--- config.mk ---
export PLATFORM = sky130hd
export DESIGN_NAME = psfe_front
export DESIGN_NICKNAME = d
export VERILOG_FILES = /design/src/rtl/core/psfe_pkg.sv /design/src/rtl/core/psfe_front.sv
export SDC_FILE = /design/constraint.sdc
export NUM_CORES = 2
export LEC_CHECK = 0
export CORE_MARGIN = 2
export CORE_UTILIZATION = 48
export DETAILED_ROUTE_END_ITERATION = 8
export DONT_BUFFER_PORTS = 1
export GPL_ROUTABILITY_DRIVEN = 1
export PLACE_DENSITY = 0.72
export SYNTH_ARGS = -nofsm -noshare
export SYNTH_HDL_FRONTEND = slang
export SYNTH_SLANG_ARGS = --single-unit
--- constraint.sdc ---
create_clock -name clk -period 13.3 [get_ports clk]
set_input_delay 2.66 -clock clk [delete_from_list [all_inputs] [get_ports clk]]
set_output_delay 2.66 -clock clk [all_outputs]
set_load 0.005 [all_outputs]
--- src/rtl/core/psfe_pkg.sv ---
// Shared constants, types and helpers for the pyramid shape function evaluator.
`timescale 1ns / 1ps
package psfe_pkg;

  localparam int FRAC_BITS = 14;
  localparam int IN_W      = 16;
  localparam int OUT_W     = 18;
  localparam int NODE_W    = 3;
  localparam int NUM_OPS   = 4;
  localparam int OP_W      = 2;

  // Magnitude bound of 1 - zeta and of the divisor
  localparam int MAG_HI = (FRAC_BITS > IN_W - 1) ? FRAC_BITS : IN_W - 1;
  localparam int D_W    = MAG_HI + 2;
  localparam int DM_W   = MAG_HI + 1;
  localparam int DIV_W  = 2 * DM_W;
  localparam int XY_W   = 2 * IN_W;
  localparam int NUM_W  = XY_W - 1 + FRAC_BITS;
  localparam int QS_W   = NUM_W + 1;
  localparam int SUM_W  = QS_W + 2;

  localparam int QDEPTH = 16;
  localparam int PTR_W  = $clog2(QDEPTH);
  localparam int CNT_W  = PTR_W + 1;

  localparam logic [NODE_W-1:0] NODE_FIRST     = NODE_W'(0);
  localparam logic [NODE_W-1:0] NODE_LAST_BASE = NODE_W'(3);
  localparam logic [NODE_W-1:0] NODE_APEX      = NODE_W'(4);

  localparam logic signed [D_W-1:0]   ONE_D   = D_W'(1) <<< FRAC_BITS;
  localparam logic signed [SUM_W-1:0] ONE_S   = SUM_W'(1) <<< FRAC_BITS;
  localparam logic signed [SUM_W-1:0] QTR_S   = ONE_S >>> 2;
  localparam logic signed [SUM_W-1:0] RND_S   = SUM_W'(2);
  localparam logic signed [SUM_W-1:0] OUT_MAX = (SUM_W'(1) <<< (OUT_W - 1)) - SUM_W'(1);
  localparam logic signed [SUM_W-1:0] OUT_MIN = -(SUM_W'(1) <<< (OUT_W - 1));

  // Division ops issued per point: xy/den, y*S/den, x*S/den, xy*S/d^2
  typedef enum logic [OP_W-1:0] {
    OP_XY  = 2'd0,
    OP_Y   = 2'd1,
    OP_X   = 2'd2,
    OP_XYZ = 2'd3
  } op_t;

  typedef struct packed {
    logic signed [IN_W-1:0] x;
    logic signed [IN_W-1:0] y;
    logic signed [IN_W-1:0] z;
    logic                   apex;
    logic                   outside;
  } ctx_t;

  typedef struct packed {
    logic              valid;
    op_t               op;
    logic              neg;
    logic [NUM_W-1:0]  num;
    logic [DIV_W-1:0]  den;
  } div_req_t;

  typedef struct packed {
    logic              valid;
    op_t               op;
    logic              neg;
    logic [NUM_W-1:0]  quo;
    logic              nz;
  } div_res_t;

  function automatic logic signed [OUT_W-1:0] sat_out(input logic signed [SUM_W-1:0] v);
    logic signed [SUM_W-1:0] t;
    t = v;
    if (v > OUT_MAX) t = OUT_MAX;
    if (v < OUT_MIN) t = OUT_MIN;
    return t[OUT_W-1:0];
  endfunction

endpackage

--- src/rtl/core/psfe_front.sv ---
// Front end: accepts points, forms products and issues four division ops per point.
`timescale 1ns / 1ps
module psfe_front (
  input  logic                              clk,
  input  logic                              rst,
  input  logic                              push,
  output logic                              full,
  input  logic signed [psfe_pkg::IN_W-1:0]  xi,
  input  logic signed [psfe_pkg::IN_W-1:0]  eta,
  input  logic signed [psfe_pkg::IN_W-1:0]  zeta,
  input  logic                              q_full,
  output logic                              alloc,
  output psfe_pkg::ctx_t                    ctx,
  output psfe_pkg::div_req_t                req
);

  logic                                busy;
  psfe_pkg::op_t                       op;
  logic signed [psfe_pkg::IN_W-1:0]    x_r;
  logic signed [psfe_pkg::IN_W-1:0]    y_r;
  logic signed [psfe_pkg::XY_W-1:0]    xy;
  logic [psfe_pkg::DIV_W-1:0]          dd;
  logic [psfe_pkg::DM_W-1:0]           den_abs;
  logic                                flip;

  logic                                accept;
  logic signed [psfe_pkg::D_W-1:0]     d_in;
  logic signed [psfe_pkg::D_W-1:0]     den_in;
  logic [psfe_pkg::DM_W-1:0]           d_abs_in;
  logic                                apex_in;
  logic signed [psfe_pkg::NUM_W:0]     nv;
  logic signed [psfe_pkg::NUM_W:0]     nv_adj;
  logic signed [psfe_pkg::NUM_W:0]     nv_mag;

  assign full   = q_full || (busy && (op != psfe_pkg::OP_XYZ));
  assign accept = push && !full;
  assign alloc  = accept;

  assign d_in     = psfe_pkg::ONE_D - psfe_pkg::D_W'(zeta);
  assign apex_in  = (psfe_pkg::D_W'(zeta) == psfe_pkg::ONE_D);
  assign den_in   = apex_in ? psfe_pkg::ONE_D : d_in;
  assign d_abs_in = d_in[psfe_pkg::D_W-1] ? psfe_pkg::DM_W'(-d_in) : psfe_pkg::DM_W'(d_in);

  assign ctx.x       = xi;
  assign ctx.y       = eta;
  assign ctx.z       = zeta;
  assign ctx.apex    = apex_in;
  assign ctx.outside = zeta[psfe_pkg::IN_W-1];

  // Numerator of the current op, sign folded so the divisor is positive
  always_comb begin
    unique case (op)
      psfe_pkg::OP_XY:  nv = (psfe_pkg::NUM_W+1)'(xy);
      psfe_pkg::OP_Y:   nv = (psfe_pkg::NUM_W+1)'(y_r) <<< psfe_pkg::FRAC_BITS;
      psfe_pkg::OP_X:   nv = (psfe_pkg::NUM_W+1)'(x_r) <<< psfe_pkg::FRAC_BITS;
      psfe_pkg::OP_XYZ: nv = (psfe_pkg::NUM_W+1)'(xy) <<< psfe_pkg::FRAC_BITS;
      default:          nv = '0;
    endcase
    nv_adj = (flip && (op != psfe_pkg::OP_XYZ)) ? -nv : nv;
    nv_mag = nv_adj[psfe_pkg::NUM_W] ? -nv_adj : nv_adj;
  end

  always_ff @(posedge clk) begin
    if (rst) begin
      busy      <= 1'b0;
      op        <= psfe_pkg::OP_XY;
      req.valid <= 1'b0;
    end else begin
      req.valid <= busy;
      if (accept) begin
        busy <= 1'b1;
        op   <= psfe_pkg::OP_XY;
      end else if (busy) begin
        if (op == psfe_pkg::OP_XYZ) busy <= 1'b0;
        op <= psfe_pkg::op_t'(op + 2'd1);
      end
    end
    if (accept) begin
      x_r     <= xi;
      y_r     <= eta;
      xy      <= xi * eta;
      dd      <= d_abs_in * d_abs_in;
      den_abs <= den_in[psfe_pkg::D_W-1] ? psfe_pkg::DM_W'(-den_in)
                                          : psfe_pkg::DM_W'(den_in);
      flip    <= den_in[psfe_pkg::D_W-1];
    end
    req.op  <= op;
    req.neg <= nv_adj[psfe_pkg::NUM_W];
    req.num <= nv_mag[psfe_pkg::NUM_W-1:0];
    req.den <= (op == psfe_pkg::OP_XYZ) ? dd : psfe_pkg::DIV_W'(den_abs);
  end

endmodule

==> impl_metrics.ini <==
[global_route]
largest_net_degree_at_the_start_of_global_routing = 70
grt_first_pass_wirelength_um = 107000
first_global_vias = 19900
global_route.usage.total = 0.240
grt_ovf = 0
antenna_found_initial = 2

[logic_synthesis]
postSynth.asyncResetShare = 0
syn_area_sq_um = 26500
synth_top_flop_cell = sky130_fd_sc_hd__edfxtp_1
synth_top_cells_by_count = sky130_fd_sc_hd__inv_1 (543), sky130_fd_sc_hd__fa_1 (426), sky130_fd_sc_hd__nand2_1 (279), sky130_fd_sc_hd__ha_1 (185), sky130_fd_sc_hd__nor2_1 (157)
yosys-top-cells-area = sky130_fd_sc_hd__fa_1 (32%), sky130_fd_sc_hd__edfxtp_1 (13%), sky130_fd_sc_hd__ha_1 (8.7%)
post_synth_inst_count = 2798
postSynthNetCount = 3461
count_of_flip_flops_with_a_built_in_enable_after_synthesis = 112
synth_sequential_area_ratio = 0.191
mean_post_synth_cell_area_sq_um = 9.45
synth.distinct_cells = 88
synth_register_bits = 196
yosysTopAreaCell = sky130_fd_sc_hd__fa_1
yosys_warnings = 0
synthMostInstantiatedCell = sky130_fd_sc_hd__inv_1
yosysTopAreaCellShare = 0.322

[drt]
drtAntennaViolNets = 0
routed_wire_length_per_instance_um = 18.9
route.vias.total = 19000
routed_wl_um = 64900
drt_first_iter_violations = 1331
remaining_drc_errors = 0
post_drt_via_cell_ratio = 5.54
firstDrtPassIters = 6

[worst_setup_path]
critical_path_peak_fanout = 9
slowest_delay_ps = 700
critical_path.startpoint_type = primary input
length_in_cells_of_the_worst_reg_to_reg_path = 13
cp.required_ps = 13540
path_common_cell = sky130_fd_sc_hd__fa_1
critical_path_arrival_ps = 11830
setup.worst_path.end_class = register
timing_worst_setup_path_type = in -> reg
worst_path_max_delay_cell = sky130_fd_sc_hd__xnor2_1

[final_layout]
fin_area_sq_um = 27400
layout-drive-gt1-share = 0.0364
fill_cells = 4896
instances_no_fill = 3425
fin_nets = 3369
area_growth_pct = 3.55

[cts]
clk_latency_ps = 500
clock_tree_from_tritoncts = yes
cts.path.max_buffers = 2
postCtsHoldBufs = 0
cts_made_buffers = 17
cts_repair_resize_count = 0
clock_sinks = 196
cts_h_tree_lvls = 4
cts-root-buf = sky130_fd_sc_hd__clkbuf_16
cts_setup_buffers = 0
clkSlewWorstSetupHoldPaths_ps = 70

[timing]
timing_hold_violations_final = 0
slew_viol_final = 0
timing.slew.headroom = 0.292
fin_setup_tns_ps = 0
fin_worst_skew_ps = 16.9
final.min_clock_period_ps = 11590
unrepaired_setup_endpoints_after_global_routing = no
tightest_slew_ps = 1050
timing.final.setup_violations = 0
period_share = 0.871
max_freq_mhz = 86.3

[floorplan]
floorplan.rows = 86
core-area_sq_um = 54800
floorplan.die_area_sq_um = 57000
fp.dieH_um = 239
initial_core_util = 0.483
io_pins = 185
die_width_um = 239

[placement]
postPlaceCellArea_sq_um = 26800
place.port_buffers = 0
numPlacedInstances = 3391
globalplace.congestion = 0.952
detailedPlacementHpwl_um = 50900

[status]
run_status = finished, final reports clean

[flow_run]
cap_viol_max_count = 0

[min_path]
holdPathStages = 0
min-delay-path-class = reg -> reg
==> per-layer routing <==
metal	global-route usage	wire, um
met1	0.330	28100
met2	0.379	29900
met3	0.0575	5410
met4	0.0636	1430
met5	0	13
==> through the flow <==
| step | hold WS [ps] | setup slack (ps) | utilization |
|---|---|---|---|
| final | 429 | 1710 | 0.500 |
| after global placement | 404 | 1610 | 0.489 |
| after detailed placement | 417 | 1270 | 0.489 |
| after CTS | 423 | 1790 | 0.500 |
| after global routing | 441 | 1070 | 0.500 |
| after floorplan | 382 | 1900 | - |
==> path summary, 6_finish.rpt <==
check | startpoint | to | slack [ps]
worst min-delay path | op[1] | req[79] | 430
worst max register to register | op[0] | req[73] | 8380
worst max-delay path | zeta[5] | dd[31] | 1710
worst min register to register | op[1] | req[79] | 430
==> registers in the layout, indices dropped and copies added (netlist names), 2 cells and up <==
| register | count |
|---|---|
| xy | 32 |
| den_abs | 16 |
| y_r | 16 |
| x_r | 16 |
| req | 81 |
| op | 2 |
| dd | 31 |
==> layout make-up <==
cell class              count  area [sq um]  area share
well taps                 704           881      0.0322
flip-flops and latches    196          5040       0.184
clock buffers              17           425      0.0155
repair buffers             22           165     0.00603
clock inverters            15           165     0.00603
inverters                 552          2070      0.0756
multi-input cells        1917         18600       0.680
diodes                      2          5.00    0.000183
==> kinds of logic (layout without fill, tap and decap cells) <==
| kind of cell | Yosys count | count (layout) | synth area share |
|---|---|---|---|
| flops | 196 | 196 | 0.191 |
| other cells | 0 | 2 | 0 |
| mux | 25 | 25 | 0.0103 |
| fa+ha+maj | 611 | 611 | 0.410 |
| simple gates | 765 | 765 | 0.141 |
| compound gates | 349 | 349 | 0.0867 |
| xor+xnor | 167 | 167 | 0.0559 |
| buf+inv | 685 | 606 | 0.105 |
==> critical path: cells and delay by family <==
family / cells / cell delay [ps]
XOR/XNOR: 3 / 1120
AO/OA/AOI/OAI: 10 / 2300
buffers and inverters: 4 / 840
AND/OR/NAND/NOR: 5 / 1490
adder cells (fa/ha/maj): 7 / 3410
==> layout by cell type (no fill, tap or decap), drive strengths merged, types with 10 or more instances in the layout <==
cell | netlist | routed
clkinv | 8 | 16
o21ai | 68 | 68
o21a | 12 | 12
and3 | 16 | 16
a21o | 29 | 29
ha | 185 | 185
a222oi | 13 | 13
inv | 544 | 549
a31oi | 23 | 23
mux2 | 18 | 18
edfxtp | 112 | 112
nor4 | 13 | 13
nor3 | 41 | 41
a211oi | 15 | 15
nor2 | 157 | 157
a21oi | 108 | 108
nor2b | 20 | 20
nand2 | 279 | 279
o21bai | 11 | 11
o31ai | 11 | 11
xnor2 | 117 | 117
fa | 426 | 426
nand2b | 26 | 26
xor2 | 50 | 50
nand3 | 27 | 27
or3 | 10 | 10
and2 | 134 | 134
clkbuf | 71 | 17
dfxtp | 84 | 84
buf | 62 | 22
Power is left out: the tool's default activity adds up to more than one toggle a clock period on the data nets, which glitch-free logic cannot reach.
